### src/igb_pkg.sv
// ---------------------------------------------------------------------------
// igb_pkg: shared types, constants and helpers
// Sample format, rotation table, saturation and register index codes used by
// the gyro bias learner lanes, merge stage and bias unit.
// ---------------------------------------------------------------------------
package igb_pkg;

    localparam int S_W            = 24;
    localparam int STILL_INTERVAL = 10;
    localparam int SAVE_INTERVAL  = 6000;
    localparam int ROT_COUNT      = 24;
    localparam int TH_W           = 48;
    localparam int SQ_W           = 2 * S_W + 1;
    localparam int SUM_W          = SQ_W + 2;
    localparam int EXT_W          = S_W + 4;
    localparam int STILL_W        = 16;
    localparam int SAVE_W         = 24;
    localparam int ALPHA_W        = 16;
    localparam int MODE_W         = 3;
    localparam int CFG_IDX_W      = 3;

    // register indexes of the configuration port
    localparam logic [CFG_IDX_W-1:0] CFG_AXIS_ROT    = 3'd0;
    localparam logic [CFG_IDX_W-1:0] CFG_ACCEL_TH    = 3'd1;
    localparam logic [CFG_IDX_W-1:0] CFG_DGYRO_TH    = 3'd2;
    localparam logic [CFG_IDX_W-1:0] CFG_GYRO_TH     = 3'd3;
    localparam logic [CFG_IDX_W-1:0] CFG_BIAS_TH     = 3'd4;
    localparam logic [CFG_IDX_W-1:0] CFG_FAST_ALPHA  = 3'd5;
    localparam logic [CFG_IDX_W-1:0] CFG_SLOW_ALPHA  = 3'd6;
    localparam logic [CFG_IDX_W-1:0] CFG_LEARN_MODE  = 3'd7;

    // learn mode bits
    localparam int MODE_LEARN = 0;
    localparam int MODE_MAN   = 1;
    localparam int MODE_SUB   = 2;

    typedef logic signed [S_W-1:0] t_smp;
    typedef logic signed [S_W:0]   t_dif;
    typedef logic [SQ_W-1:0]       t_sq;
    // lane source code: bit2 negate, bits1:0 source axis
    typedef logic [2:0]            t_rot_code;

    typedef struct packed {
        logic [ALPHA_W-1:0] fast_alpha;
        logic [ALPHA_W-1:0] slow_alpha;
        logic [TH_W-1:0]    bias_thresh;
        logic               mode_we;
        logic [MODE_W-1:0]  mode_data;
    } t_learn_cfg;

    localparam t_smp SMP_MAX = {1'b0, {(S_W-1){1'b1}}};
    localparam t_smp SMP_MIN = {1'b1, {(S_W-1){1'b0}}};

    function automatic t_smp sat_w(input logic signed [EXT_W-1:0] v);
        if (v > EXT_W'(SMP_MAX)) begin
            return SMP_MAX;
        end else if (v < EXT_W'(SMP_MIN)) begin
            return SMP_MIN;
        end
        return v[S_W-1:0];
    endfunction

    function automatic t_smp neg_sat(input t_smp v);
        if (v == SMP_MIN) begin
            return SMP_MAX;
        end
        return -v;
    endfunction

    // source code of one output lane for a rotation index
    function automatic t_rot_code rot_code(input logic [4:0] r, input logic [1:0] lane);
        logic [8:0] row;
        unique case (r)
            5'd1:    row = {3'd2, 3'd0, 3'd5};
            5'd2:    row = {3'd2, 3'd5, 3'd4};
            5'd3:    row = {3'd2, 3'd4, 3'd1};
            5'd4:    row = {3'd6, 3'd5, 3'd0};
            5'd5:    row = {3'd6, 3'd0, 3'd1};
            5'd6:    row = {3'd6, 3'd1, 3'd4};
            5'd7:    row = {3'd6, 3'd4, 3'd5};
            5'd8:    row = {3'd4, 3'd6, 3'd1};
            5'd9:    row = {3'd4, 3'd1, 3'd2};
            5'd10:   row = {3'd4, 3'd2, 3'd5};
            5'd11:   row = {3'd4, 3'd5, 3'd6};
            5'd12:   row = {3'd0, 3'd2, 3'd1};
            5'd13:   row = {3'd0, 3'd1, 3'd6};
            5'd14:   row = {3'd0, 3'd6, 3'd5};
            5'd15:   row = {3'd0, 3'd5, 3'd2};
            5'd16:   row = {3'd5, 3'd2, 3'd0};
            5'd17:   row = {3'd5, 3'd0, 3'd6};
            5'd18:   row = {3'd5, 3'd6, 3'd4};
            5'd19:   row = {3'd5, 3'd4, 3'd2};
            5'd20:   row = {3'd1, 3'd6, 3'd0};
            5'd21:   row = {3'd1, 3'd0, 3'd2};
            5'd22:   row = {3'd1, 3'd2, 3'd4};
            5'd23:   row = {3'd1, 3'd4, 3'd6};
            default: row = {3'd2, 3'd1, 3'd0};
        endcase
        if (32'(r) >= ROT_COUNT) begin
            row = {3'd2, 3'd1, 3'd0};
        end
        unique case (lane)
            2'd0:    return row[2:0];
            2'd1:    return row[5:3];
            default: return row[8:6];
        endcase
    endfunction

endpackage

### src/igb_lane.sv
// ---------------------------------------------------------------------------
// igb_lane: one axis lane
// Picks and signs the rotated component of gyro, accel and compass, forms the
// change against the previous sample and squares change and gyro terms.
// ---------------------------------------------------------------------------
module igb_lane import igb_pkg::*; (
    input  logic      i_clk,
    input  logic      i_rst_n,
    input  logic      i_load,
    input  logic      i_adv2,
    input  t_rot_code i_code,
    input  t_smp      i_gyro [3],
    input  t_smp      i_accel [3],
    input  t_smp      i_mag [3],
    output t_smp      o_gyro,
    output t_smp      o_accel,
    output t_smp      o_mag,
    output t_sq       o_sq_da,
    output t_sq       o_sq_dg,
    output t_sq       o_sq_g
);

    t_smp n_gyro, n_accel, n_mag;
    t_smp r_prev_gyro, r_prev_accel;
    t_smp r_g1, r_a1, r_m1;
    t_dif r_da1, r_dg1;
    t_smp r_g2, r_a2, r_m2;
    t_sq  r_sq_da, r_sq_dg, r_sq_g;

    function automatic t_smp pick(input t_smp v [3], input t_rot_code c);
        t_smp s;
        unique case (c[1:0])
            2'd1:    s = v[1];
            2'd2:    s = v[2];
            default: s = v[0];
        endcase
        return c[2] ? neg_sat(s) : s;
    endfunction

    // rotation select
    always_comb begin
        n_gyro  = pick(i_gyro, i_code);
        n_accel = pick(i_accel, i_code);
        n_mag   = pick(i_mag, i_code);
    end

    // previous sample, kept in transaction order
    always_ff @(posedge i_clk) begin
        if (!i_rst_n) begin
            r_prev_gyro  <= '0;
            r_prev_accel <= '0;
        end else if (i_load) begin
            r_prev_gyro  <= n_gyro;
            r_prev_accel <= n_accel;
        end
    end

    // stage 1: rotated values and changes
    always_ff @(posedge i_clk) begin
        if (i_load) begin
            r_g1  <= n_gyro;
            r_a1  <= n_accel;
            r_m1  <= n_mag;
            r_da1 <= t_dif'(r_prev_accel) - t_dif'(n_accel);
            r_dg1 <= t_dif'(r_prev_gyro) - t_dif'(n_gyro);
        end
    end

    // stage 2: squares
    always_ff @(posedge i_clk) begin
        if (i_adv2) begin
            r_g2    <= r_g1;
            r_a2    <= r_a1;
            r_m2    <= r_m1;
            r_sq_da <= SQ_W'(r_da1 * r_da1);
            r_sq_dg <= SQ_W'(r_dg1 * r_dg1);
            r_sq_g  <= SQ_W'(t_dif'(r_g1) * t_dif'(r_g1));
        end
    end

    assign o_gyro  = r_g2;
    assign o_accel = r_a2;
    assign o_mag   = r_m2;
    assign o_sq_da = r_sq_da;
    assign o_sq_dg = r_sq_dg;
    assign o_sq_g  = r_sq_g;

endmodule

### config.mk
export PLATFORM = sky130hd
export DESIGN_NAME = igb_lane
export DESIGN_NICKNAME = d
export VERILOG_FILES = /design/src/igb_pkg.sv /design/src/igb_lane.sv
export SDC_FILE = /design/constraint.sdc
export NUM_CORES = 2
export LEC_CHECK = 0
export BUFFER_PORTS_ARGS = -buffer_cell sky130_fd_sc_hd__buf_2
export CORE_AREA = 3 3 348 350
export DETAILED_ROUTE_END_ITERATION = 8
export DIE_AREA = 0 0 351 353
export PLACE_DENSITY = 0.83
export SYNTH_ARGS = -nofsm -noshare
export SYNTH_HDL_FRONTEND = slang
export SYNTH_SLANG_ARGS = --single-unit
### constraint.sdc
create_clock -name i_clk -period 10.06 [get_ports i_clk]
set_input_delay 1.006 -clock i_clk [delete_from_list [all_inputs] [get_ports i_clk]]
set_output_delay 1.006 -clock i_clk [all_outputs]
set_load 0.01 [all_outputs]
==> run metrics <==
CTS root buf=clkbuf_16; crit path time final=9300 ps; synthesized area=about 77000 µm²; met3 GRT Util=under 10%; ys async rst share=0%; Yosys cell types=73; commonest non-fill, non-tap cell in the layout=inv_1; FMAX=between 100 and 150 MHz; met1 Usage GRT=between 40% and 50%; H-tree depth=2; Final HPWL DP=between 150000 and 200000 µm; GRT busiest layer=met2; area share of xor/xnor cells in the synthesized design=under 10%; CP arrival=9690 ps; endpoints failing hold=0; post-route ant nets=0; TritonRoute pass-1 iters=7; final slew viol count=0; post-synthesis mux area share=0.149%; final worst path period share=~92%; main combinational cell family by area after synthesis=adder cells; vias in the first global route=59974; Final TNS setup=0 ps; Max-cap violations=0; crit path launch type=register; DRC viols=0; simple-gate portion of the synthesized area=approximately a tenth; vias per cell=5.64; initial antenna violation count=7; total setup buffers inserted after CTS=0; first-pass GRT wire length=between 300000 and 400000 µm; Total Die Area=about 120000 µm²; GRT Total Usage=between 30 and 40%; endpoints failing setup=0; Worst Setup Path Type=register to register; row count=~130; post-CTS sizing=0; floorplan core area=between 100000 and 150000 µm²; met2 usage=54.8%; CP Capture Type=register; Synth Area in Compound Gates=under 10%; worst slew pin tran=between 1000 and 1500 ps; CP max-delay cell=edfxtp_1; Ys Warns=0; Synth Area per Inst=approximately 10 µm²; critical path data required time=10450 ps; clock-pin slew on the worst setup and hold paths=60 ps; Placer Congestion=0.970; RSZ-0062 raised after global routing=no; CTS tree=built; crit-path max FO=22; total clock sinks=~380; later-pin clock latency in the skew report=670 ps; Num CTS Buffers=48; post-synthesis sequential area ratio=approximately 14%; worst hold path type=register to register; skew final=approximately 16 ps; DIE HEIGHT=~350 µm; count of input and output buffers=438; pin count of the biggest net entering global routing=92; most frequent CP cell=fa_1; Adder-Cell Fraction of Synth Area=a little over half; initial core utilization=about 65%; WP buf/inv=6; worst hold margin=419 ps; cts hold-fix bufs=0; Post-Syn Instances=between 7000 and 8000; outcome=finished clean; via count=roughly 54000; count of boundary I/O pins=around 440; Chip Width=351 µm; total congestion overflow=0; clock buffer depth=3; area delta synth->final=7.01%; relative slew slack=10.6%; Routed wire per std cell=21.0 µm; Detailed Route WL=approximately 200000 µm; fin nets=roughly 10000; most frequent cells in the layout=2117 x inv_1, 1753 x fa_1, 678 x nand2_1; Yosys reg bits=~380; EDFF count, synth=~340; CP delay by family, top=adder cells; 1st-iter DRT viols=between 4000 and 5000; layout cell share with drive strength beyond 1=7.96%; CP max stage delay=approximately 1100 ps; Main synth FF type=edfxtp_1
## kinds of logic after synthesis
logic type	after synthesis
multiplexers	11
XOR/XNOR	294
adder cells (fa/ha/maj)	2253
AND/OR/NAND/NOR	1587
other	1
flip-flops	384
AO/OA/AOI/OAI	745
buffers and inverters	2375
## metal layers
layer	part of all wire (%)	vias to the layer above
met3	11	503
met1	38	27103
met2	48	2682
met4	4.1	6
met5	0.018	-
li1	-	23539
## synthesized netlist by cell type (all sizes together), types with 27 or more instances
master,instances,area share [%]
nand4,27,0.22
and2,343,2.8
nor2,247,1.2
nand3,54,0.35
o21a,28,0.27
a21o,79,0.78
dfxtp,48,1.3
ha,500,8.2
nor2b,76,0.62
o21ai,199,1.3
nand2,678,3.3
nand2b,46,0.38
fa,1753,46
a221o,51,0.67
edfxtp,336,13
a211oi,58,0.58
clkbuf,227,1.1
xor2,86,0.98
buf,30,0.23
xnor2,208,2.4
inv,2117,10
a21oi,176,1.2
## path summary, 6_finish.rpt
path              slack, ps  cells past startpoint          startpoint               endpoint
hold reg to reg         420                      0   r_a1[2]$_DFFE_PP_   o_accel[2]$_DFFE_PP_
setup reg to reg        760                     25  r_da1[4]$_DFFE_PP_  o_sq_da[41]$_DFFE_PP_
setup / recovery        760                     25  r_da1[4]$_DFFE_PP_  o_sq_da[41]$_DFFE_PP_
hold / removal          420                      0   r_a1[2]$_DFFE_PP_   o_accel[2]$_DFFE_PP_
## registers in the layout, summed over array words and instances, names as in the netlist
register      flops
r_prev_accel     24
r_prev_gyro      24
o_sq_g           46
r_g1             24
o_accel          24
r_m1             24
o_sq_dg          48
r_a1             24
o_gyro           24
r_dg1            25
o_mag            24
r_da1            25
o_sq_da          48
## final cells by class
class                   instances  area (µm²)
fillers                      8566       36200
clock inverters                31         323
diodes                          5        12.5
multi-input cells            4893       56500
well taps                    1536        1920
repair buffers                520        2830
inverters                    2118        7950
flip-flops and latches        384       11100
clock buffers                  59        1280
## per-stage QoR
step	util [%]	setup WS, ps	cells	instance area, µm²
2_1_floorplan	-	2620	7652	76500
4_1_cts	69.3	965	9541	81900
3_5_place_dp	68.0	1030	9451	80300
5_1_grt	69.3	468	9542	81900
6_report	69.3	758	9546	81900
3_3_place_gp	68.0	1080	9451	80300
Power is left out: the tool's default activity adds up to more than one toggle a clock period on the data nets, which glitch-free logic cannot reach.
