--- config.mk ---
export PLATFORM = sky130hd
export DESIGN_NAME = igb_merge
export DESIGN_NICKNAME = d
export VERILOG_FILES = /design/src/igb_pkg.sv /design/src/igb_merge.sv
export SDC_FILE = /design/constraint.sdc
export NUM_CORES = 1
export LEC_CHECK = 0
export ABC_AREA = 1
export BUFFER_PORTS_ARGS = -buffer_cell sky130_fd_sc_hd__buf_2
export CAP_MARGIN = 20
export CORE_AREA = 2 2 401 403
export CTS_CLUSTER_SIZE = 28
export DETAILED_ROUTE_END_ITERATION = 10
export DIE_AREA = 0 0 403 405
export GPL_TIMING_DRIVEN = 0
export PLACE_DENSITY = 0.39
export SYNTH_ARGS = -nofsm -noshare
export SYNTH_HDL_FRONTEND = slang
export SYNTH_SLANG_ARGS = --single-unit
--- constraint.sdc ---
create_clock -name i_clk -period 9.32 [get_ports i_clk]
set_input_delay 0.932 -clock i_clk [delete_from_list [all_inputs] [get_ports i_clk]]
set_output_delay 0.932 -clock i_clk [all_outputs]
set_load 0.01 [all_outputs]
--- src/igb_pkg.sv ---
// ---------------------------------------------------------------------------
// igb_pkg: shared types, constants and helpers
// Sample format, rotation table, saturation and register index codes used by
// the gyro bias learner lanes, merge stage and bias unit.
// ---------------------------------------------------------------------------
package igb_pkg;

    localparam int S_W            = 24;
    localparam int STILL_INTERVAL = 10;
    localparam int SAVE_INTERVAL  = 6000;
    localparam int ROT_COUNT      = 24;
    localparam int TH_W           = 48;
    localparam int SQ_W           = 2 * S_W + 1;
    localparam int SUM_W          = SQ_W + 2;
    localparam int EXT_W          = S_W + 4;
    localparam int STILL_W        = 16;
    localparam int SAVE_W         = 24;
    localparam int ALPHA_W        = 16;
    localparam int MODE_W         = 3;
    localparam int CFG_IDX_W      = 3;

    // register indexes of the configuration port
    localparam logic [CFG_IDX_W-1:0] CFG_AXIS_ROT    = 3'd0;
    localparam logic [CFG_IDX_W-1:0] CFG_ACCEL_TH    = 3'd1;
    localparam logic [CFG_IDX_W-1:0] CFG_DGYRO_TH    = 3'd2;
    localparam logic [CFG_IDX_W-1:0] CFG_GYRO_TH     = 3'd3;
    localparam logic [CFG_IDX_W-1:0] CFG_BIAS_TH     = 3'd4;
    localparam logic [CFG_IDX_W-1:0] CFG_FAST_ALPHA  = 3'd5;
    localparam logic [CFG_IDX_W-1:0] CFG_SLOW_ALPHA  = 3'd6;
    localparam logic [CFG_IDX_W-1:0] CFG_LEARN_MODE  = 3'd7;

    // learn mode bits
    localparam int MODE_LEARN = 0;
    localparam int MODE_MAN   = 1;
    localparam int MODE_SUB   = 2;

    typedef logic signed [S_W-1:0] t_smp;
    typedef logic signed [S_W:0]   t_dif;
    typedef logic [SQ_W-1:0]       t_sq;
    // lane source code: bit2 negate, bits1:0 source axis
    typedef logic [2:0]            t_rot_code;

    typedef struct packed {
        logic [ALPHA_W-1:0] fast_alpha;
        logic [ALPHA_W-1:0] slow_alpha;
        logic [TH_W-1:0]    bias_thresh;
        logic               mode_we;
        logic [MODE_W-1:0]  mode_data;
    } t_learn_cfg;

    localparam t_smp SMP_MAX = {1'b0, {(S_W-1){1'b1}}};
    localparam t_smp SMP_MIN = {1'b1, {(S_W-1){1'b0}}};

    function automatic t_smp sat_w(input logic signed [EXT_W-1:0] v);
        if (v > EXT_W'(SMP_MAX)) begin
            return SMP_MAX;
        end else if (v < EXT_W'(SMP_MIN)) begin
            return SMP_MIN;
        end
        return v[S_W-1:0];
    endfunction

    function automatic t_smp neg_sat(input t_smp v);
        if (v == SMP_MIN) begin
            return SMP_MAX;
        end
        return -v;
    endfunction

    // source code of one output lane for a rotation index
    function automatic t_rot_code rot_code(input logic [4:0] r, input logic [1:0] lane);
        logic [8:0] row;
        unique case (r)
            5'd1:    row = {3'd2, 3'd0, 3'd5};
            5'd2:    row = {3'd2, 3'd5, 3'd4};
            5'd3:    row = {3'd2, 3'd4, 3'd1};
            5'd4:    row = {3'd6, 3'd5, 3'd0};
            5'd5:    row = {3'd6, 3'd0, 3'd1};
            5'd6:    row = {3'd6, 3'd1, 3'd4};
            5'd7:    row = {3'd6, 3'd4, 3'd5};
            5'd8:    row = {3'd4, 3'd6, 3'd1};
            5'd9:    row = {3'd4, 3'd1, 3'd2};
            5'd10:   row = {3'd4, 3'd2, 3'd5};
            5'd11:   row = {3'd4, 3'd5, 3'd6};
            5'd12:   row = {3'd0, 3'd2, 3'd1};
            5'd13:   row = {3'd0, 3'd1, 3'd6};
            5'd14:   row = {3'd0, 3'd6, 3'd5};
            5'd15:   row = {3'd0, 3'd5, 3'd2};
            5'd16:   row = {3'd5, 3'd2, 3'd0};
            5'd17:   row = {3'd5, 3'd0, 3'd6};
            5'd18:   row = {3'd5, 3'd6, 3'd4};
            5'd19:   row = {3'd5, 3'd4, 3'd2};
            5'd20:   row = {3'd1, 3'd6, 3'd0};
            5'd21:   row = {3'd1, 3'd0, 3'd2};
            5'd22:   row = {3'd1, 3'd2, 3'd4};
            5'd23:   row = {3'd1, 3'd4, 3'd6};
            default: row = {3'd2, 3'd1, 3'd0};
        endcase
        if (32'(r) >= ROT_COUNT) begin
            row = {3'd2, 3'd1, 3'd0};
        end
        unique case (lane)
            2'd0:    return row[2:0];
            2'd1:    return row[5:3];
            default: return row[8:6];
        endcase
    endfunction

endpackage

--- src/igb_merge.sv ---
// ---------------------------------------------------------------------------
// igb_merge: motion decision
// Sums the lane squares into three squared lengths and compares them with
// the stillness thresholds.
// ---------------------------------------------------------------------------
module igb_merge import igb_pkg::*; (
    input  logic            i_clk,
    input  logic            i_adv3,
    input  logic [TH_W-1:0] i_accel_th,
    input  logic [TH_W-1:0] i_dgyro_th,
    input  logic [TH_W-1:0] i_gyro_th,
    input  t_sq             i_sq_da [3],
    input  t_sq             i_sq_dg [3],
    input  t_sq             i_sq_g [3],
    input  t_smp            i_gyro [3],
    input  t_smp            i_accel [3],
    input  t_smp            i_mag [3],
    output logic            o_moving,
    output t_smp            o_gyro [3],
    output t_smp            o_accel [3],
    output t_smp            o_mag [3]
);

    logic [SUM_W-1:0] sum_da, sum_dg, sum_g;
    logic             n_moving;
    logic             r_moving;
    t_smp             r_gyro [3];
    t_smp             r_accel [3];
    t_smp             r_mag [3];

    // squared lengths and compare
    always_comb begin
        sum_da = SUM_W'(i_sq_da[0]) + SUM_W'(i_sq_da[1]) + SUM_W'(i_sq_da[2]);
        sum_dg = SUM_W'(i_sq_dg[0]) + SUM_W'(i_sq_dg[1]) + SUM_W'(i_sq_dg[2]);
        sum_g  = SUM_W'(i_sq_g[0]) + SUM_W'(i_sq_g[1]) + SUM_W'(i_sq_g[2]);
        n_moving = !((sum_da < SUM_W'(i_accel_th)) && (sum_dg < SUM_W'(i_dgyro_th)) &&
                     (sum_g < SUM_W'(i_gyro_th)));
    end

    // stage 3
    always_ff @(posedge i_clk) begin
        if (i_adv3) begin
            r_moving <= n_moving;
            r_gyro   <= i_gyro;
            r_accel  <= i_accel;
            r_mag    <= i_mag;
        end
    end

    assign o_moving = r_moving;
    assign o_gyro   = r_gyro;
    assign o_accel  = r_accel;
    assign o_mag    = r_mag;

endmodule

==> results of run 1 <==
==> placed cells by master, fill, tap and decap left out, types with 16 or more instances in the layout <==
master and count:
sky130_fd_sc_hd__buf_2 1019, sky130_fd_sc_hd__nand2_1 621, sky130_fd_sc_hd__inv_1 458, sky130_fd_sc_hd__ha_1 285
sky130_fd_sc_hd__nor2_1 240, sky130_fd_sc_hd__a21oi_1 221, sky130_fd_sc_hd__edfxtp_1 217, sky130_fd_sc_hd__fa_1 150
sky130_fd_sc_hd__nand3_1 85, sky130_fd_sc_hd__xor2_1 71, sky130_fd_sc_hd__xnor2_1 63, sky130_fd_sc_hd__o21ai_0 59
sky130_fd_sc_hd__nor3_1 40, sky130_fd_sc_hd__nand4_1 24, sky130_fd_sc_hd__clkbuf_16 24, sky130_fd_sc_hd__diode_2 22
sky130_fd_sc_hd__nand2_2 19, sky130_fd_sc_hd__a31oi_1 18, sky130_fd_sc_hd__a21o_1 16
==> power by group through the flow <==
stage	combinational, W	clock (W)	sequential (W)
floorplan	0.00179	0	0.00124
global placement	0.00302	0	0.00122
detailed placement	0.00304	0	0.00122
CTS	0.00306	0.00110	0.00120
global route	0.00340	0.00113	0.00120
finish	0.00302	0.00107	0.00120
==> routing by layer <==
metal | up-vias | track usage | wire [um]
met5 | - | 0 | 115
met4 | 18 | 0.0481 | 4940
met3 | 248 | 0.0580 | 12400
met2 | 920 | 0.263 | 62800
met1 | 10600 | 0.201 | 58500
li1 | 11100 | - | -
==> kinds of logic after synthesis <==
group           Yosys count  share of synthesized area
simple gates           1068                      0.193
buf+inv                 466                     0.0767
fa+ha+maj               435                      0.288
compound gates          406                      0.105
flops                   217                      0.286
xor+xnor                134                     0.0514
==> path summary, 6_finish.rpt <==
path	start	endpoint	slack, ns	cells past startpoint
setup / recovery	i_sq_g[1]	o_moving	2.99	24
hold / removal	i_accel[15]	o_accel[15]	0.54	1
==> registers in the layout (all words and copies together) (netlist names) <==
name      flops
o_accel      72
o_gyro       72
o_moving      1
o_mag        72
==> final cells by class <==
type / count / area (sq um)
antenna: 22 / 55.1
buffer: 1 / 5.00
clock buffer: 27 / 612
clock inverter: 17 / 214
fill: 18100 / 128000
inverter: 465 / 1750
multi-input combinational: 2043 / 14500
sequential: 217 / 6520
tap: 2086 / 2610
timing repair buffer: 1022 / 5170
==> per-stage QoR <==
step	instance area (sq um)	instances	worst slack (ns)
3_3_place_gp	30500	5831	1.86
4_1_cts	31400	5877	2.48
3_5_place_dp	30600	5833	1.87
5_1_grt	31500	5893	2.86
6_report	31500	5900	2.99
2_1_floorplan	22800	2726	4.86
==> implementation parameters, run 1 <==
Parameter                              Value

Outcome
  Run status    complete, no violations

Timing
  Final total negative setup slack    0 ns
  Setup repair after global routing missed its margin    no
  Period utilisation layout    0.679
  Final setup violation count    0
  Count of pins over their slew limit    0
  Worst rel slew slack    0.431
  Final hold violation count    0
  Transition time at the pin with the least slew margin    0.853 ns
  Final critical-path required period    6.33 ns
  Final hold slack    0.537 ns
  Highest Clock Rate    0.158 GHz

Pwr
  Total power density per cell area    168 mW/mm^2
  Net Sw Frac    0.455
  Clock network power share    0.202
  Highest ir drop seen on vdd    105 uV
  Int Power    0.00288 W
  Post-layout total power    0.00528 W
  Power dissipated by switching net loads    0.00241 W
  Sequential Power Share    0.227
  Static leakage    15.5 nW
  Gate power share    0.572

Global route
  Wire length of the first global-routing pass    183000 um
  GRT Resource Usage Total    0.162
  Number of global-route vias before repair    23400
  Pin count of the biggest net entering global routing    114
  Antenna violations before repair    108
  Total grt overflow    0

Routing
  Overall via count from detail_route    22900
  Mean routed wirelength per cell    23.5 um
  Detailed Route WL    139000 um
  DRC viols    0
  Via density    3.88
  Number of DRC violations after detailed-routing iteration 0    1327
  Count of TritonRoute iterations in the first routing pass    5
  Antenna Violating Nets Remaining    0

Worst setup path
  CP arrival    6.61 ns
  Worst Setup Start Kind    input port
  Top cell by count, worst path    sky130_fd_sc_hd__nand3_1
  Maximum net fanout on the critical path    3
  Kind of critical path    in -> reg
  Nature of the critical path endpoint    flip-flop
  Sequence of cells on the critical path    buf_2 -> fa_1 -> ha_1 -> inv_1 -> fa_1 -> inv_1 -> nand3_1 -> nand2_1 -> a21oi_2 -> o21ai_1 -> a21oi_2 -> inv_1 -> a21oi_2 -> o21ai_1 -> xor2_1 -> ha_1 -> a211o_1 -> a311oi_1 -> clkbuf_4 -> nand3_1 -> a21oi_1 -> nand3_1 -> nor2_1 -> nand3_1
  Crit path buffers/inverters    5
  Maximum cell stage delay along the critical path    0.66 ns
  Top delay family on crit path    compound AO/OA/AOI/OAI gates
  Critical path required time    9.60 ns
  Slowest library cell on the worst path    sky130_fd_sc_hd__a21oi_1

Clocking
  Clock root cell    sky130_fd_sc_hd__clkbuf_16
  # hold bufs at CTS    0
  Number of post-CTS setup repair buffers    0
  Clock buffers created by TritonCTS    24
  Number of H-tree levels    1
  Maximum buffer depth of the clock tree    3
  CTS clk-pin slew, worst paths    0.07 ns
  Clock tree sinks    217
  CTS tree    built
  Total of cells resized after clock tree synthesis    0

Logic synthesis
  Most used standard cell by instance count after synthesis    sky130_fd_sc_hd__nand2_1
  Fraction of registers with async set or reset after synthesis    0
  Synthesis warning total    0
  Area share of the largest cell type after synthesis    0.286
  Seq cells post-synth    217
  Library cell with the largest summed area after synthesis    sky130_fd_sc_hd__edfxtp_1
  Number of enable flip-flop cells after synthesis    217
  Average cell area after synthesis    8.37 sq um
  Instance count of the mapped netlist    2726
  Synth Cell Area    0.0228 sq mm
  Top cells by area, synth    sky130_fd_sc_hd__edfxtp_1 29%, sky130_fd_sc_hd__ha_1 16%, sky130_fd_sc_hd__fa_1 13%, sky130_fd_sc_hd__nand2_1 10%, sky130_fd_sc_hd__inv_1 7.5%
  Count of different cell masters after synthesis    50
  Top cells by count, synth    621 x sky130_fd_sc_hd__nand2_1, 458 x sky130_fd_sc_hd__inv_1, 285 x sky130_fd_sc_hd__ha_1
  Most used flip-flop cell after synthesis    sky130_fd_sc_hd__edfxtp_1
  Sequential cell area fraction in the yosys report    0.286
  Post-synthesis net count    3964

Die
  Area of the core region    0.159 sq mm
  Number of rows in the core area    147
  Top-Level Pins    1020
  Effective utilization at floorplan    0.143
  Horizontal die dimension    403 um
  Height of the chip    405 um
  Die footprint    0.163 sq mm

Flow run
  Max_cap viols    0

Place
  Gpl congestion    0.948
  Half-perimeter wire length after placement    127000 um
  Count of input and output buffers    1019

Final layout
  Nets    5012
  Area overhead of the layout relative to synthesis    38.0%
  Layout cells sized above 1    0.298
  Core utilization of the finished layout    0.198

Min path
  Path class of the lowest-slack min-delay path    in -> reg
(Power assumes the default switching activity.)
==> inputs of run 2 (changes only) <==
- CORE_AREA: 2 2 401 403 -> 2 2 398 400
- DIE_AREA: 0 0 403 405 -> 0 0 400 402
- PLACE_DENSITY: 0.39 -> 0.41
- clock period: 9.32 -> 5.43 ns (I/O delays scaled with it)
==> run 2 against run 1 <==
Effect of this change: clock power rose by 81%; via count rose by 2.0%; sequential cell count did not move; hold slack got worse by 0.46 ns; die area fell by 1.5%; global-route usage rose by 0.55 points; cell count rose by 1.2%; critical endpoint unchanged.
==> implementation parameters, run 2 (same netlist as run 1, synthesis figures left out) <==
Parameter                              Value

Outcome
  Run status    complete, no violations

Routing
  Detailed Route WL    141000 um (+1.8%)
  Mean routed wirelength per cell    23.7 um (+0.59%)
  DRC viols    0 (unchanged)
  Via density    3.91 (+0.73%)
  Count of TritonRoute iterations in the first routing pass    5 (unchanged)
  Overall via count from detail_route    23300 (+2.0%)
  Number of DRC violations after detailed-routing iteration 0    1324 (-0.23%)
  Antenna Violating Nets Remaining    0 (unchanged)

Global route
  GR Util met1    0.204 (+0.00251)
  Number of global-route vias before repair    23700 (+1.1%)
  Routing usage on met2    0.275 (+0.0121)
  Busiest metal layer after global routing    met2
  Wire length of the first global-routing pass    185000 um (+1.1%)
  Total grt overflow    0 (unchanged)
  Met3 track utilization from global routing    0.0435 (-0.0145)
  Antenna violations before repair    110 (+1.9%)
  GRT Resource Usage Total    0.168 (+0.00545)
  Pin count of the biggest net entering global routing    92 (-19%)

Timing
  Final critical-path required period    5.08 ns
  Setup repair after global routing missed its margin    no
  Period utilisation layout    0.936
  Worst rel slew slack    0.253 (-0.179)
  Final total negative setup slack    0 ns (unchanged)
  Final setup violation count    0 (unchanged)
  Final hold violation count    0 (unchanged)
  Count of pins over their slew limit    0 (unchanged)
  Final hold slack    0.0736 ns (-0.463 ns)
  Transition time at the pin with the least slew margin    1.12 ns (+0.268 ns)
  Highest Clock Rate    0.197 GHz

Die
  Height of the chip    402 um (-0.74%)
  Horizontal die dimension    400 um (-0.74%)
  Effective utilization at floorplan    0.145 (+0.00199)
  Die footprint    0.161 sq mm (-1.5%)
  Top-Level Pins    1020 (unchanged)
  Number of rows in the core area    146 (-0.68%)
  Area of the core region    0.157 sq mm (-1.4%)

Min path
  Path class of the lowest-slack min-delay path    in -> reg

Worst setup path
  Crit path buffers/inverters    3 (-2)
  Kind of critical path    in -> reg
  CP arrival    5.42 ns (-1.19 ns)
  Slowest library cell on the worst path    sky130_fd_sc_hd__fa_1
  Top cell by count, worst path    sky130_fd_sc_hd__nand2_1
  Top delay family on crit path    compound AO/OA/AOI/OAI gates
  Worst Setup Start Kind    input port
  Maximum net fanout on the critical path    3 (unchanged)
  Nature of the critical path endpoint    flip-flop
  Critical path required time    5.77 ns (-3.83 ns)
  Maximum cell stage delay along the critical path    0.55 ns (-0.11 ns)

Pwr
  Total power density per cell area    289 mW/mm^2 (+72%)
  Static leakage    15.5 nW (+0.26%)
  Highest ir drop seen on vdd    263 uV (+150%)

Place
  Count of input and output buffers    1019 (unchanged)
  Half-perimeter wire length after placement    129000 um (+1.7%)
  Gpl congestion    0.964 (+1.7%)

Clocking
  CTS clk-pin slew, worst paths    0.06 ns (about the same)
  Number of post-CTS setup repair buffers    0 (unchanged)
  Clock root cell    sky130_fd_sc_hd__clkbuf_16
  Clock tree sinks    217 (unchanged)
  Total of cells resized after clock tree synthesis    0 (unchanged)
  # hold bufs at CTS    0 (unchanged)
  Number of H-tree levels    1 (unchanged)
  Clock buffers created by TritonCTS    29 (+21%)
  CTS tree    built
  Maximum buffer depth of the clock tree    3 (unchanged)

Final layout
  Area overhead of the layout relative to synthesis    39.2%
  Layout cells sized above 1    0.300 (+0.00245)
  Nets    5017 (+0.10%)
  Most common cell after layout, fill and taps aside    sky130_fd_sc_hd__buf_2
  Commonest non-fill, non-tap cells in the layout    1019 x sky130_fd_sc_hd__buf_2, 621 x sky130_fd_sc_hd__nand2_1, 458 x sky130_fd_sc_hd__inv_1

Flow run
  Max_cap viols    0 (unchanged)
## run 2: changes by cell type in the layout (fill, tap and decap cells not counted), sizes merged
cell,previous run,this run
diode,22,100
clkbuf,28,36
bufinv,5,2
clkinv,12,9
clkinvlp,1,4
inv,464,467
buf,1022,1023
## run 2: path summary, 6_finish.rpt
check	start	to	slack (ns)	depth (start not counted)
worst min-delay path	i_accel[16]	o_accel[16]	0.07	1
worst max-delay path	i_sq_g[1]	o_moving	0.35	27
## run 2: layer usage
metal | vias to the layer above | routed length (um) | part of all wire
met5 | - | 164 | 0.0012
met4 | 24 | 7460 | 0.053
met3 | 220 | 10500 | 0.074
met2 | 982 | 64800 | 0.46
met1 | 10900 | 58400 | 0.41
li1 | 11200 | - | -
## run 2: power breakdown
part,switching (W),leakage [nW],total [W],internal (W)
clock network,0.000863,0.434,0.00194,0.00108
logic,0.00329,13.0,0.00520,0.00191
registers,0.0000550,2.12,0.00205,0.00199
## run 2: area by class of cell
cell class                      instances  area (sq um)
Inverter                              465          1750
Antenna cell                          100           250
Timing Repair Buffer                 1022          5170
Buffer                                  1          5.00
Clock inverter                         17           161
Clock buffer                           36           752
Fill cell                           17900        125000
Multi-Input combinational cell       2043         14600
Sequential cell                       217          6520
Tap cell                             2072          2590
## run 2: through the flow
step / total power, W / cell area, sq um / std cells / utilization / setup WS [ns]
after floorplan: 0.00522 / 22800 / 2726 / - / 1.36
after global placement: 0.00726 / 30500 / 5817 / 0.194 / -1.21
after detailed placement: 0.00728 / 30600 / 5820 / 0.195 / -0.609
after CTS: 0.00932 / 31500 / 5873 / 0.200 / 0.0544
after global routing: 0.00997 / 31700 / 5956 / 0.202 / 0.102
final: 0.00919 / 31800 / 5973 / 0.202 / 0.346
==> inputs of run 3 (changes only) <==
- PLACE_DENSITY: 0.41 -> 0.38
==> run 3 against run 2 <==
Effect of this change: clock power is essentially flat; critical path type unchanged; largest cell class unchanged; clock-buffer cell count is the same; via count shrank 0.45%; total power grew 0.23%; cell area grew 0.35%; die area is the same.
==> implementation parameters, run 3 (same netlist as run 1, synthesis figures left out) <==
Parameter                              Value

Pwr
  Highest ir drop seen on vdd    258 uV (-2.0%)
  Post-layout total power    0.00921 W (+0.23%)
  Static leakage    15.6 nW (+0.51%)
  Total power density per cell area    289 mW/mm^2 (-0.12%)

Global route
  GRT Resource Usage Total    0.166 (-0.00140)
  Total grt overflow    0 (unchanged)
  Pin count of the biggest net entering global routing    98 (+6.5%)
  Number of global-route vias before repair    23500 (-0.84%)
  Antenna violations before repair    100 (-9.1%)
  Wire length of the first global-routing pass    185000 um (-0.10%)

Clocking
  Maximum buffer depth of the clock tree    3 (unchanged)
  Number of H-tree levels    1 (unchanged)
  Number of post-CTS setup repair buffers    0 (unchanged)
  CTS clk-pin slew, worst paths    0.07 ns (about the same)
  Clock buffers created by TritonCTS    30 (+3.4%)
  Clock tree sinks    217 (unchanged)
  CTS tree    built
  Clock root cell    sky130_fd_sc_hd__clkbuf_16

Worst setup path
  Top cell by count, worst path    sky130_fd_sc_hd__nand2_1
  CP arrival    5.57 ns (+0.15 ns)
  Capturing instance or port of the critical path    o_moving
  Maximum net fanout on the critical path    3 (unchanged)
  Worst Setup Start Kind    input port
  Maximum cell stage delay along the critical path    0.55 ns (about the same)
  Kind of critical path    in -> reg
  Critical path required time    5.92 ns (+0.15 ns)
  Nature of the critical path endpoint    flip-flop
  Launch point of the critical path    i_sq_g[1]
  Slowest library cell on the worst path    sky130_fd_sc_hd__fa_1

Routing
  Number of DRC violations after detailed-routing iteration 0    1358 (+2.6%)
  Antenna Violating Nets Remaining    0 (unchanged)
  Via density    3.90 (-0.26%)
  Mean routed wirelength per cell    23.5 um (-0.65%)
  Detailed Route WL    140000 um (-0.83%)
  Count of TritonRoute iterations in the first routing pass    5 (unchanged)
  DRC viols    0 (unchanged)
  Overall via count from detail_route    23200 (-0.45%)

Flow run
  Max_cap viols    0 (unchanged)

Die
  Height of the chip    402 um (unchanged)
  Number of rows in the core area    146 (unchanged)
  Area of the core region    0.157 sq mm (unchanged)
  Horizontal die dimension    400 um (unchanged)
  Effective utilization at floorplan    0.145 (unchanged)
  Top-Level Pins    1020 (unchanged)
  Die footprint    0.161 sq mm (unchanged)

Timing
  Period utilisation layout    0.936 (about the same)
  Final hold violation count    0 (unchanged)
  Final critical-path required period    5.08 ns (+0.000531 ns)
  Highest Clock Rate    0.197 GHz (about the same)
  Count of pins over their slew limit    0 (unchanged)
  Setup repair after global routing missed its margin    no
  Final setup violation count    0 (unchanged)
  Worst rel slew slack    0.590 (+0.337)
  Transition time at the pin with the least slew margin    0.614 ns (-0.507 ns)

Outcome
  Run status    complete, no violations

Final layout
  Layout cells sized above 1    0.299 (-0.00142)
  Most common cell after layout, fill and taps aside    sky130_fd_sc_hd__buf_2
  Core utilization of the finished layout    0.203 (+0.000717)
  Nets    5034 (+0.34%)
  Final Cell Area    0.0319 sq mm (+0.35%)
  Commonest non-fill, non-tap cells in the layout    1019 x sky130_fd_sc_hd__buf_2, 621 x sky130_fd_sc_hd__nand2_1, 458 x sky130_fd_sc_hd__inv_1
  Area overhead of the layout relative to synthesis    39.7%
  Fillers    17900 (+0.095%)

Min path
  Start point of the worst min-delay path    i_gyro[71]
  Path class of the lowest-slack min-delay path    in -> reg

Place
  Count of input and output buffers    1019 (unchanged)
  Gpl congestion    0.943 (-2.2%)
  Half-perimeter wire length after placement    128000 um (-0.87%)
  Total placed instance area    0.0306 sq mm (about the same)
run 3: changes by cell type in the layout (fill, tap and decap cells not counted), sizes merged:
| cell | previous run | this run |
|---|---|---|
| buf | 1023 | 1022 |
| bufinv | 2 | 1 |
| clkinv | 9 | 15 |
| clkinvlp | 4 | 3 |
| diode | 100 | 71 |
| dlygate4sd3 | 0 | 17 |
| inv | 467 | 465 |
run 3: layout make-up:
cell class | instances | area [sq um] | area share
Buffer | 1 | 5.00 | 0.000157
Clock inverter | 19 | 153 | 0.00479
Sequential cell | 217 | 6520 | 0.204
Inverter | 465 | 1750 | 0.0548
Multi-Input combinational cell | 2043 | 14600 | 0.457
Clock buffer | 36 | 773 | 0.0243
Tap cell | 2072 | 2590 | 0.0813
Timing Repair Buffer | 1038 | 5340 | 0.167
Antenna cell | 71 | 178 | 0.00557
run 3: what timing repair did:
item / CTS / global route
hold endpoints to repair: 17 / 0
hold buffers: 17 / 0
resized for setup: 3 / 2
endpoints found under the setup margin: 1 / 1
cloned: 0 / 0
run 3: how the worst min path moves through the flow:
stage | endpoint | slack (ns) | depth (start not counted)
floorplan | o_accel[0] | 0.64 | 0
global placement | o_mag[39] | 0.72 | 1
detailed placement | o_gyro[16] | 0.72 | 1
CTS | o_mag[21] | 0.0002 | 1
global route | o_mag[25] | 0.007 | 1
finish | o_gyro[71] | 0.07 | 1
run 3: worst max-delay path: cells and delay by family:
| family | cells | cell delay (ns) |
|---|---|---|
| AOI/OAI and AO/OA | 5 | 1.40 |
| xor gates and xnor gates | 1 | 0.24 |
| adders and majority gates | 4 | 1.37 |
| buffers and inverters | 3 | 0.38 |
| and+or+nand+nor | 13 | 1.64 |
run 3: metal layers:
layer | routed length, um | vias to the layer above | GRT usage
met5 | 169 | - | 0
met4 | 4430 | 26 | 0.0472
met3 | 11600 | 194 | 0.0469
met2 | 65400 | 950 | 0.278
met1 | 58500 | 10900 | 0.206
li1 | - | 11200 | -
run 3: power by group:
part	leakage, nW	total [W]	internal [W]	switching (W)
clock network	0.445	0.00195	0.00106	0.000891
logic	13.0	0.00521	0.00192	0.00329
registers	2.12	0.00205	0.00199	0.0000531
total	15.6	0.00921	0.00497	0.00424
run 3: stage by stage:
stage	instances	hold WS, ns	setup TNS (ns)	setup slack [ns]
after detailed placement	5819	0.721	-1.30	-1.30
after floorplan	2726	0.642	0	1.36
after global placement	5817	0.720	-1.36	-1.36
final	5962	0.0654	0	0.345
after CTS	5891	0.000202	0	0.0943
after global routing	5945	0.00660	0	0.0253
